===== src/rlbe_pkg.sv =====
`timescale 1ns / 1ps
`default_nettype none
// ----------------------------------------------------------------------------
// rlbe_pkg
// Shared types, constants and helpers of the run-length byte encoder.
// ----------------------------------------------------------------------------
package rlbe_pkg;

   localparam int DATA_W      = 8;
   localparam int RUN_W       = 7;
   localparam int QUEUE_DEPTH = 4;

   localparam logic [RUN_W-1:0]  MAX_RUN_RESET = 7'd127;
   localparam logic [RUN_W-1:0]  MIN_RUN       = 7'd2;
   localparam logic [DATA_W-1:0] LITERAL_ONE   = 8'h01;

   // one two-byte group waiting to go out
   typedef struct packed {
      logic [DATA_W-1:0] control;
      logic [DATA_W-1:0] value;
      logic              item_last;
      logic              stream_end;
   } group_type;

   // up to two groups written by the front end in one cycle
   typedef struct packed {
      logic      en_a;
      logic      en_b;
      group_type grp_a;
      group_type grp_b;
   } push_type;

   function automatic logic [DATA_W-1:0] control_of(input logic [RUN_W-1:0] run);
      logic [DATA_W-1:0] ctrl;
      if (run >= MIN_RUN) begin
         ctrl = {1'b1, run};
      end else begin
         ctrl = LITERAL_ONE;
      end
      return ctrl;
   endfunction

endpackage
`default_nettype wire


===== src/rlbe_req_if.sv =====
`timescale 1ns / 1ps
`default_nettype none
// ----------------------------------------------------------------------------
// rlbe_req_if
// Raw byte stream channel into the encoder.
// ----------------------------------------------------------------------------
interface rlbe_req_if;
   logic                        valid;
   logic                        ready;
   logic [rlbe_pkg::DATA_W-1:0] data_byte;
   logic                        stream_last;

   modport source (output valid, output data_byte, output stream_last, input ready);
   modport sink   (input valid, input data_byte, input stream_last, output ready);
endinterface
`default_nettype wire


===== src/rlbe_rsp_if.sv =====
`timescale 1ns / 1ps
`default_nettype none
// ----------------------------------------------------------------------------
// rlbe_rsp_if
// Compressed byte stream channel out of the encoder.
// ----------------------------------------------------------------------------
interface rlbe_rsp_if;
   logic                        valid;
   logic                        ready;
   logic [rlbe_pkg::DATA_W-1:0] code_byte;
   logic                        item_last;
   logic                        stream_end;

   modport source (output valid, output code_byte, output item_last, output stream_end,
                   input ready);
   modport sink   (input valid, input code_byte, input item_last, input stream_end,
                   output ready);
endinterface
`default_nettype wire


===== src/rlbe_front.sv =====
`timescale 1ns / 1ps
`default_nettype none
// ----------------------------------------------------------------------------
// rlbe_front
// Holds the pending run, classifies each input byte and pushes the groups
// it flushes (none, one or two) into the group queue.
// ----------------------------------------------------------------------------
module rlbe_front (
   input  wire logic                             clock,
   input  wire logic                             reset,
   rlbe_req_if.sink                              req_chan,
   input  wire logic                             csr_wr_en,
   input  wire logic [rlbe_pkg::RUN_W-1:0]       csr_wr_data,
   input  wire logic                             space_ok,
   output rlbe_pkg::push_type                    push
);

   logic                         pend_valid_ff, pend_valid_in;
   logic [rlbe_pkg::DATA_W-1:0]  pend_value_ff, pend_value_in;
   logic [rlbe_pkg::RUN_W-1:0]   run_len_ff,    run_len_in;
   logic [rlbe_pkg::RUN_W-1:0]   max_run_ff,    max_run_in;

   logic                         accept;
   logic [rlbe_pkg::RUN_W-1:0]   limit;
   logic                         extend;
   logic [rlbe_pkg::RUN_W-1:0]   new_run;
   logic                         flush_b;

   assign req_chan.ready = space_ok;
   assign accept         = req_chan.valid && space_ok;

   always_comb begin
      limit   = (max_run_ff < rlbe_pkg::MIN_RUN) ? rlbe_pkg::MIN_RUN : max_run_ff;
      extend  = pend_valid_ff && (req_chan.data_byte == pend_value_ff) && (run_len_ff < limit);
      new_run = extend ? (run_len_ff + 7'd1) : 7'd1;
      flush_b = (new_run >= limit) || req_chan.stream_last;

      // group a: the old pending entry, pushed out by a byte that does not extend it
      push.en_a                 = accept && !extend && pend_valid_ff;
      push.grp_a.control        = rlbe_pkg::control_of(run_len_ff);
      push.grp_a.value          = pend_value_ff;
      push.grp_a.item_last      = !flush_b;
      push.grp_a.stream_end     = 1'b0;
      // group b: the entry after this byte, on a full run or end of stream
      push.en_b                 = accept && flush_b;
      push.grp_b.control        = rlbe_pkg::control_of(new_run);
      push.grp_b.value          = req_chan.data_byte;
      push.grp_b.item_last      = 1'b1;
      push.grp_b.stream_end     = req_chan.stream_last;

      pend_valid_in = pend_valid_ff;
      pend_value_in = pend_value_ff;
      run_len_in    = run_len_ff;
      if (accept) begin
         if (flush_b) begin
            pend_valid_in = 1'b0;
            pend_value_in = '0;
            run_len_in    = '0;
         end else begin
            pend_valid_in = 1'b1;
            pend_value_in = req_chan.data_byte;
            run_len_in    = new_run;
         end
      end

      max_run_in = csr_wr_en ? csr_wr_data : max_run_ff;
   end

   always_ff @(posedge clock) begin
      if (reset) begin
         pend_valid_ff <= 1'b0;
         pend_value_ff <= '0;
         run_len_ff    <= '0;
         max_run_ff    <= rlbe_pkg::MAX_RUN_RESET;
      end else begin
         pend_valid_ff <= pend_valid_in;
         pend_value_ff <= pend_value_in;
         run_len_ff    <= run_len_in;
         max_run_ff    <= max_run_in;
      end
   end

   a_end_clears: assert property (@(posedge clock) disable iff (reset)
      accept && req_chan.stream_last |=> !pend_valid_ff)
      else $error("pending entry survived end of stream");

   // a lowered max_run may leave a longer run pending, so only zero is illegal
   a_run_nonzero: assert property (@(posedge clock) disable iff (reset)
      pend_valid_ff |-> (run_len_ff != 7'd0))
      else $error("pending run length out of range");

   a_push_needs_accept: assert property (@(posedge clock) disable iff (reset)
      (push.en_a || push.en_b) |-> accept)
      else $error("group pushed without a transfer");

endmodule
`default_nettype wire


===== src/rlbe_queue.sv =====
`timescale 1ns / 1ps
`default_nettype none
// ----------------------------------------------------------------------------
// rlbe_queue
// Short group queue between front and back end: takes up to two groups a
// cycle, hands out one at a time from its head.
// ----------------------------------------------------------------------------
module rlbe_queue #(
   parameter int Depth = rlbe_pkg::QUEUE_DEPTH
) (
   input  wire logic                 clock,
   input  wire logic                 reset,
   input  wire rlbe_pkg::push_type   push,
   output logic                      space_ok,
   output logic                      not_empty,
   output rlbe_pkg::group_type       head,
   input  wire logic                 pop
);

   localparam int PW = (Depth > 1) ? $clog2(Depth) : 1;
   localparam int CW = $clog2(Depth + 1);

   rlbe_pkg::group_type mem_ff [Depth];
   logic [PW-1:0]       wr_ptr_ff, wr_ptr_in;
   logic [PW-1:0]       rd_ptr_ff, rd_ptr_in;
   logic [CW-1:0]       count_ff,  count_in;
   logic [CW-1:0]       push_n;
   rlbe_pkg::group_type first;

   always_comb begin
      push_n    = CW'(push.en_a) + CW'(push.en_b);
      first     = push.en_a ? push.grp_a : push.grp_b;
      space_ok  = count_ff <= CW'(Depth - 2);
      not_empty = count_ff != '0;
      head      = mem_ff[rd_ptr_ff];
      wr_ptr_in = wr_ptr_ff + PW'(push_n);
      rd_ptr_in = rd_ptr_ff + PW'(pop);
      count_in  = count_ff + push_n - CW'(pop);
   end

   always_ff @(posedge clock) begin
      if (push_n != '0) begin
         mem_ff[wr_ptr_ff] <= first;
      end
      if (push.en_a && push.en_b) begin
         mem_ff[wr_ptr_ff + PW'(1)] <= push.grp_b;
      end
   end

   always_ff @(posedge clock) begin
      if (reset) begin
         wr_ptr_ff <= '0;
         rd_ptr_ff <= '0;
         count_ff  <= '0;
      end else begin
         wr_ptr_ff <= wr_ptr_in;
         rd_ptr_ff <= rd_ptr_in;
         count_ff  <= count_in;
      end
   end

   a_no_overflow: assert property (@(posedge clock) disable iff (reset)
      count_ff <= CW'(Depth))
      else $error("group queue overflow");

   a_no_underflow: assert property (@(posedge clock) disable iff (reset)
      pop |-> not_empty)
      else $error("pop from empty group queue");

   a_room_for_push: assert property (@(posedge clock) disable iff (reset)
      (push_n != '0) |-> space_ok)
      else $error("push without room for two groups");

endmodule
`default_nettype wire


===== src/rlbe_back.sv =====
`timescale 1ns / 1ps
`default_nettype none
// ----------------------------------------------------------------------------
// rlbe_back
// Serializes each queued group into a control byte and a data byte through
// a registered output stage.
// ----------------------------------------------------------------------------
module rlbe_back (
   input  wire logic                 clock,
   input  wire logic                 reset,
   input  wire logic                 not_empty,
   input  wire rlbe_pkg::group_type  head,
   output logic                      pop,
   rlbe_rsp_if.source                rsp_chan
);

   logic                        rsp_valid_ff, rsp_valid_in;
   logic [rlbe_pkg::DATA_W-1:0] code_ff,      code_in;
   logic                        item_last_ff, item_last_in;
   logic                        stream_end_ff, stream_end_in;
   logic                        phase_ff,     phase_in;
   logic                        free;
   logic                        load;

   always_comb begin
      free          = !rsp_valid_ff || rsp_chan.ready;
      load          = free && not_empty;
      pop           = load && phase_ff;
      rsp_valid_in  = free ? not_empty : rsp_valid_ff;
      code_in       = code_ff;
      item_last_in  = item_last_ff;
      stream_end_in = stream_end_ff;
      phase_in      = phase_ff;
      if (load) begin
         // first byte of a group is the control byte, second the data byte
         code_in       = phase_ff ? head.value : head.control;
         item_last_in  = phase_ff && head.item_last;
         stream_end_in = phase_ff && head.stream_end;
         phase_in      = !phase_ff;
      end
   end

   always_ff @(posedge clock) begin
      if (reset) begin
         rsp_valid_ff <= 1'b0;
         phase_ff     <= 1'b0;
      end else begin
         rsp_valid_ff <= rsp_valid_in;
         phase_ff     <= phase_in;
      end
   end

   always_ff @(posedge clock) begin
      code_ff       <= code_in;
      item_last_ff  <= item_last_in;
      stream_end_ff <= stream_end_in;
   end

   assign rsp_chan.valid      = rsp_valid_ff;
   assign rsp_chan.code_byte  = code_ff;
   assign rsp_chan.item_last  = item_last_ff;
   assign rsp_chan.stream_end = stream_end_ff;

   a_end_is_last: assert property (@(posedge clock) disable iff (reset)
      rsp_valid_ff && stream_end_ff |-> item_last_ff)
      else $error("stream end without item last");

   a_last_on_data_byte: assert property (@(posedge clock) disable iff (reset)
      rsp_valid_ff && item_last_ff |-> !phase_ff)
      else $error("item last on a control byte");

   a_pop_after_data: assert property (@(posedge clock) disable iff (reset)
      pop |=> rsp_valid_ff && !phase_ff)
      else $error("group popped before its data byte");

endmodule
`default_nettype wire


===== src/run_length_byte_encoder.sv =====
`timescale 1ns / 1ps
`default_nettype none
// ----------------------------------------------------------------------------
// run_length_byte_encoder
// Run-length encoder for a byte stream with an end-of-stream marker.
// ----------------------------------------------------------------------------
// Each input byte either extends the pending run or flushes groups of two
// output bytes: (0x80 | count, byte) for a run of two or more, (0x01, byte)
// for a single byte. A run reaching csr max_run (values below 2 act as 2) or
// an input marked stream_last flushes at once. Bytes that only extend a run
// are taken every cycle while the queue has room for two groups; each flushed
// group goes out of the one-byte output port as two bytes, so on data that
// flushes on every byte the sustained rate is set by the output serializer.
// A transfer in passes through a queue entry and the registered output stage
// to its first byte out. A four-entry group queue between the front end and
// the serializer absorbs output stalls; the front end takes a byte only while
// the queue has room for two groups.
// ----------------------------------------------------------------------------
module run_length_byte_encoder #(
   parameter int QueueDepth = rlbe_pkg::QUEUE_DEPTH
) (
   input  wire logic                        clock,
   input  wire logic                        reset,
   rlbe_req_if.sink                         req_chan,
   rlbe_rsp_if.source                       rsp_chan,
   input  wire logic                        csr_wr_en,
   input  wire logic [rlbe_pkg::RUN_W-1:0]  csr_wr_data
);

   rlbe_pkg::push_type  push;
   rlbe_pkg::group_type head;
   logic                space_ok;
   logic                not_empty;
   logic                pop;

   rlbe_front u_front (
      .clock       (clock),
      .reset       (reset),
      .req_chan    (req_chan),
      .csr_wr_en   (csr_wr_en),
      .csr_wr_data (csr_wr_data),
      .space_ok    (space_ok),
      .push        (push)
   );

   rlbe_queue #(
      .Depth (QueueDepth)
   ) u_queue (
      .clock     (clock),
      .reset     (reset),
      .push      (push),
      .space_ok  (space_ok),
      .not_empty (not_empty),
      .head      (head),
      .pop       (pop)
   );

   rlbe_back u_back (
      .clock     (clock),
      .reset     (reset),
      .not_empty (not_empty),
      .head      (head),
      .pop       (pop),
      .rsp_chan  (rsp_chan)
   );

endmodule
`default_nettype wire


===== src/flat_wrapper.sv =====
// flat-port wrapper written by rule: the top's interface ports become plain ports
module run_length_byte_encoder_flat 
#(
   parameter int QueueDepth = rlbe_pkg::QUEUE_DEPTH
)
  (clock, reset, csr_wr_en, csr_wr_data, req_chan_valid, req_chan_data_byte, req_chan_stream_last, req_chan_ready, rsp_chan_valid, rsp_chan_code_byte, rsp_chan_item_last, rsp_chan_stream_end, rsp_chan_ready);
  rlbe_req_if req_chan_i ();
  rlbe_rsp_if rsp_chan_i ();
  input  wire logic clock;
  input  wire logic reset;
  input  wire logic csr_wr_en;
  input  wire logic [rlbe_pkg::RUN_W-1:0] csr_wr_data;
  input wire logic [$bits(req_chan_i.valid)-1:0] req_chan_valid;
  input wire logic [$bits(req_chan_i.data_byte)-1:0] req_chan_data_byte;
  input wire logic [$bits(req_chan_i.stream_last)-1:0] req_chan_stream_last;
  output wire logic [$bits(req_chan_i.ready)-1:0] req_chan_ready;
  output wire logic [$bits(rsp_chan_i.valid)-1:0] rsp_chan_valid;
  output wire logic [$bits(rsp_chan_i.code_byte)-1:0] rsp_chan_code_byte;
  output wire logic [$bits(rsp_chan_i.item_last)-1:0] rsp_chan_item_last;
  output wire logic [$bits(rsp_chan_i.stream_end)-1:0] rsp_chan_stream_end;
  input wire logic [$bits(rsp_chan_i.ready)-1:0] rsp_chan_ready;
  assign req_chan_i.valid = req_chan_valid;
  assign req_chan_i.data_byte = req_chan_data_byte;
  assign req_chan_i.stream_last = req_chan_stream_last;
  assign req_chan_ready = req_chan_i.ready;
  assign rsp_chan_valid = rsp_chan_i.valid;
  assign rsp_chan_code_byte = rsp_chan_i.code_byte;
  assign rsp_chan_item_last = rsp_chan_i.item_last;
  assign rsp_chan_stream_end = rsp_chan_i.stream_end;
  assign rsp_chan_i.ready = rsp_chan_ready;
  run_length_byte_encoder #(.QueueDepth(QueueDepth)) u_core (.clock(clock), .reset(reset), .req_chan(req_chan_i), .rsp_chan(rsp_chan_i), .csr_wr_en(csr_wr_en), .csr_wr_data(csr_wr_data));
endmodule

===== config.mk =====
export PLATFORM = sky130hd
export DESIGN_NAME = run_length_byte_encoder_flat
export DESIGN_NICKNAME = d
export VERILOG_FILES = /design/src/rlbe_pkg.sv /design/src/rlbe_req_if.sv /design/src/rlbe_rsp_if.sv /design/src/rlbe_front.sv /design/src/rlbe_queue.sv /design/src/rlbe_back.sv /design/src/run_length_byte_encoder.sv /design/src/flat_wrapper.sv
export SDC_FILE = /design/constraint.sdc
export NUM_CORES = 1
export LEC_CHECK = 0
export BUFFER_PORTS_ARGS = -buffer_cell sky130_fd_sc_hd__buf_2
export CAP_MARGIN = 10
export CORE_ASPECT_RATIO = 0.75
export CORE_MARGIN = 3
export CORE_UTILIZATION = 66
export CTS_CLUSTER_SIZE = 8
export DETAILED_ROUTE_END_ITERATION = 10
export PLACE_DENSITY = 0.82
export SLEW_MARGIN = 20
export SYNTH_ARGS = -nofsm -noshare
export SYNTH_HDL_FRONTEND = slang
export SYNTH_SLANG_ARGS = --single-unit

===== constraint.sdc =====
create_clock -name clock -period 15.17 [get_ports clock]
set_input_delay 1.517 -clock clock [delete_from_list [all_inputs] [get_ports clock]]
set_output_delay 1.517 -clock clock [all_outputs]
set_load 0.03 [all_outputs]

==> results.md <==
Power and ir drop:
- For this design the static power due to leakage is between 2 and 2.5 nW.
- After layout, the design draws a total of 1.00 mW.
- The worst-case IR drop observed on VDD is 0.108 mV.
- The power density of the placed cells is 149 nW/µm².

Route:
- The detailed-route DRC error count is 0.
- The total vias in the final route is between 4000 and 5000.
- The number of violations reported at the end of detailed-routing iteration 0 is 644.
- In the final routed layout, each cell accounts on average for between 20 and 25 µm.
- The detail route stage leaves a number of antenna-violating nets equal to 0.
- For this run, the detailed router's first-pass iteration total came to 6.
- The detail-routed via count per cell is between 6 and 7.
- Wires add up to 15200 µm.

Synth:
- The synthesized netlist cell count is between 400 and 500.
- The top flip-flop cell by instance count after synthesis is edfxtp_1.
- After synthesis, flip-flops and latches occupy approximately 51% of the total area.
- The area of the mapped netlist is roughly 6000 µm².
- The number of flops mapped to enable cells by yosys is just under 80.
- The post-synthesis net count is between 500 and 600.
- The total of flip-flops plus latches after synthesis is 114.
- The netlist uses 69 different library cells.
- The fraction of synthesized cell area taken by the top area cell type is 39.0%.
- A synthesized cell averages approximately 12 µm².
- The async set-or-reset flop fraction in the synthesized netlist is 0%.
- The total of warnings raised by yosys is 0.
- The most area-hungry cell type in the Yosys netlist is edfxtp_1.
- Yosys attributes the largest share of cell area to edfxtp_1 (39%), dfxtp_1 (12%), mux4_2 (6.8%).

STA:
- The final number of setup-violating endpoints is 0.
- The final number of hold-violating endpoints was 0.
- The max-slew violation total from the final report is 0.
- Setup repair after global routing left no endpoint under its margin.
- For the final database, setup skew stands at about 0.0067 ns.
- The relative slew slack is 32.6%.
- The worst setup margin is between 8 and 9 ns.
- The clock period minus final worst setup slack is approximately 6.7 ns.
- Of the available clock period, the critical path in the final layout requires 43.9%.
- For the final routed database, the setup TNS stands at 0 ns.
- The hold slack is 0.488 ns.
- For this run, the top clock speed supported by timing is 150 MHz.
- At the pin with the least slew margin, the transition time is 1.01 ns.

GRT:
- The number of antenna violations at the first check in global routing is 0.
- The first global-routing pass estimated 23300 µm of wire.
- For this run, the total global-route usage over all layers was measured as around 31%.
- Entering global routing, the biggest net connects 23 pins.
- The via count of the first global-routing pass is 4164.
- The sum of overflow across all layers after global routing is 0.

Critical path:
- The critical path data required time is ~15 ns.
- The critical path is of the input pin to register type.
- In this run the worst path has a maximum fanout of 18.
- The cell type of the slowest stage on the worst timing path is nor3b_1.
- The critical path runs through a total of 17 cells.
- The worst setup path is launched from an input pin.
- The endpoint type of the worst setup path is a register.
- Grouping stages by cell kind, the critical path spends the most delay in simple AND/OR/NAND/NOR gates.
- Data arrives at the worst endpoint at 6.69 ns.
- The number of cell instances on the worst register-to-register path is 17.
- The largest single stage delay on the critical path is approximately 0.73 ns.
- The critical path goes through buf_2 -> xnor2_1 -> o2111ai_1 -> nor4_4 -> and2_2 -> nand2_1 -> inv_1 -> ha_1 -> and4_1 -> nand2_1 -> nor3_1 -> a22o_2 -> o21ai_0 -> ha_1 -> nor3b_1 -> nor2b_1 -> inv_1.
- The critical path buffer and inverter count is 3.

Place:
- The last weighted congestion value of the routability-driven placer is between 1 and 1.5.
- Port buffering added 32 buffers.
- The cell area after placement is 6150 µm².
- Including well taps, the total number of placed cells is 599.
- After legalization and detailed placement, the total HPWL measured ~10000 µm.
- The setup slack after placement is 8.36 ns.

Cells and area:
- The area growth from synthesis to layout is 12.0%.
- 0 antenna diodes ended up in the layout.
- The share of final-layout standard cells stronger than drive strength 1 is 22.4%.
- The final core utilization is 77.8%.
- Once layout is done, the placed cells without fillers occupy between 6000 and 7000 µm².
- The number of nets in the finished design is 552.
- For this run, the number of standard cells in the final layout without fillers is 631.

Worst hold path:
- The cell depth of the worst hold path is 2.
- The tightest min-delay check is of the register to register type.

Flow run:
- Max-cap violations in this run came to 0.

Floorplanning:
- Once the floorplan was initialized, standard cells occupied 69.5% of the core.
- The die is 88.6 µm tall.
- The area of the core is 8640 µm².
- Pin placement for this block handled 33 I/O pins.
- The initialized floorplan defines 29 standard-cell rows.
- The horizontal extent of the die is 116 µm.
- The full die area is 10300 µm².

Clock network:
- The clock passes through at most 2 buffers.
- The clock slew seen by the registers of the worst setup and hold paths is approximately 0.050 ns.
- The CTS sink count is 114.
- The total number of H-tree levels is 4.
- Post-CTS timing repair inserted 0 buffers for setup.
- The number of clock buffers inserted by TritonCTS is 17.
- The number of buffers inserted by hold repair at cts is 0.
- Post-CTS repair changed the size of 0 cells.
- TritonCTS built the clock tree.
- The cell sitting at the root of the clock tree is a clkbuf_16.
- The later-pin clock latency in the skew report is 0.41 ns.

Status:
- The flow ran to the end, and the final reports show no timing, DRC or antenna violations.
[registers in the layout, indices dropped and copies added, names as in the netlist]
name / cells
u_core.u_front.pend_value_ff: 8
u_core.u_back.rsp_chan.valid: 1
u_core.u_queue.rd_ptr_ff: 2
u_core.u_queue.mem_ff: 72
u_core.u_front.max_run_ff: 7
u_core.u_back.rsp_chan.code_byte: 8
u_core.u_front.pend_valid_ff: 1
u_core.u_front.run_len_ff: 7
u_core.u_queue.wr_ptr_ff: 2
u_core.u_back.rsp_chan.item_last: 1
u_core.u_queue.count_ff: 3
u_core.u_back.phase_ff: 1
u_core.u_back.rsp_chan.stream_end: 1
[cells in the final DEF (no fill, tap or decap), types with 14 or more instances in the layout]
cell | netlist | layout
ha_1 | 20 | 20
edfxtp_1 | 78 | 78
clkbuf_16 | 0 | 17
xnor2_1 | 16 | 16
inv_1 | 27 | 27
dfxtp_1 | 36 | 36
nand2_1 | 43 | 43
a21oi_1 | 16 | 14
mux4_2 | 18 | 18
buf_2 | 4 | 32
a22o_1 | 33 | 33
[path summary, 6_finish.rpt]
check | start | to | slack (ns)
setup / recovery | req_chan_data_byte[6] | u_core.u_queue.mem_ff[1][11]$_DFFE_PP_ | 8.51
hold / removal | u_core.u_back.rsp_chan.valid$_SDFFE_PP0P_ | u_core.u_back.rsp_chan.valid$_SDFFE_PP0P_ | 0.49
setup reg to reg | u_core.u_front.run_len_ff[4]$_SDFFE_PP0P_ | u_core.u_queue.mem_ff[1][11]$_DFFE_PP_ | 8.78
hold reg to reg | u_core.u_back.rsp_chan.valid$_SDFFE_PP0P_ | u_core.u_back.rsp_chan.valid$_SDFFE_PP0P_ | 0.49
[cells by family (layout without fill, tap and decap cells)]
logic type,Yosys count,in the layout,share of synthesized area [%]
multiplexers,27,27,8.42
buffers and inverters,55,93,4.46
AND/OR/NAND/NOR,126,126,12.0
XOR/XNOR,20,20,2.92
adder cells (fa/ha/maj),21,21,4.50
AO/OA/AOI/OAI,122,122,16.6
flip-flops,114,114,51.0
[tightest hold or removal path, cell delays in order, from the launching register on]
cell     delay, ns
dfxtp_1       0.32
nand2_1       0.06
a21oi_1       0.05
[cells in the mapped netlist, types with 2 or more instances]
| library cell | n |
|---|---|
| nor2b_1 | 6 |
| xnor2_1 | 16 |
| a311oi_1 | 5 |
| ha_1 | 20 |
| nand3b_1 | 4 |
| o2bb2ai_1 | 8 |
| o311ai_1 | 2 |
| nor3b_1 | 3 |
| dfxtp_1 | 36 |
| o21a_1 | 3 |
| a32o_1 | 5 |
| nor2_1 | 11 |
| nor4_1 | 2 |
| a31oi_1 | 4 |
| a21oi_2 | 2 |
| nand2_1 | 43 |
| a21oi_1 | 16 |
| a21oi_4 | 3 |
| buf_8 | 2 |
| nand3_1 | 13 |
| edfxtp_1 | 78 |
| o22ai_1 | 11 |
| nand4_1 | 5 |
| a22o_1 | 33 |
| xor2_1 | 4 |
| nor3_1 | 4 |
| and3_2 | 3 |
| o21ai_0 | 8 |
| o22a_1 | 2 |
| buf_2 | 4 |
| nor3_4 | 3 |
| clkbuf_1 | 18 |
| mux2_2 | 8 |
| o211ai_1 | 7 |
| o2111ai_1 | 2 |
| and2_1 | 13 |
| mux4_2 | 18 |
| inv_1 | 27 |
| or3_1 | 3 |
[power by group]
| group | switching [mW] | internal (mW) | leakage [nW] |
|---|---|---|---|
| Sequential | 0.0251 | 0.384 | 1.05 |
| Combinational | 0.129 | 0.0814 | 1.13 |
| Clock | 0.142 | 0.240 | 0.283 |
[per-layer routing]
metal | share of wire [%] | GRT usage (%) | vias up | routed length, µm
met3 | 11 | 7.52 | 37 | 1640
li1 | - | - | 1937 | -
met4 | 2.6 | 12.8 | 0 | 402
met5 | 0 | 0 | - | 0
met2 | 46 | 47.9 | 299 | 6910
met1 | 41 | 43.7 | 2117 | 6220
[area by class of cell]
cell class                      instances  area [µm²]
Timing Repair Buffer                   34         175
Tap cell                              108         135
Inverter                               27         101
Clock inverter                         15         141
Sequential cell                       114        3060
Fill cell                             527        1920
Clock buffer                           17         425
Multi-Input combinational cell        316        2680
Power figures use the tool's default switching activity.
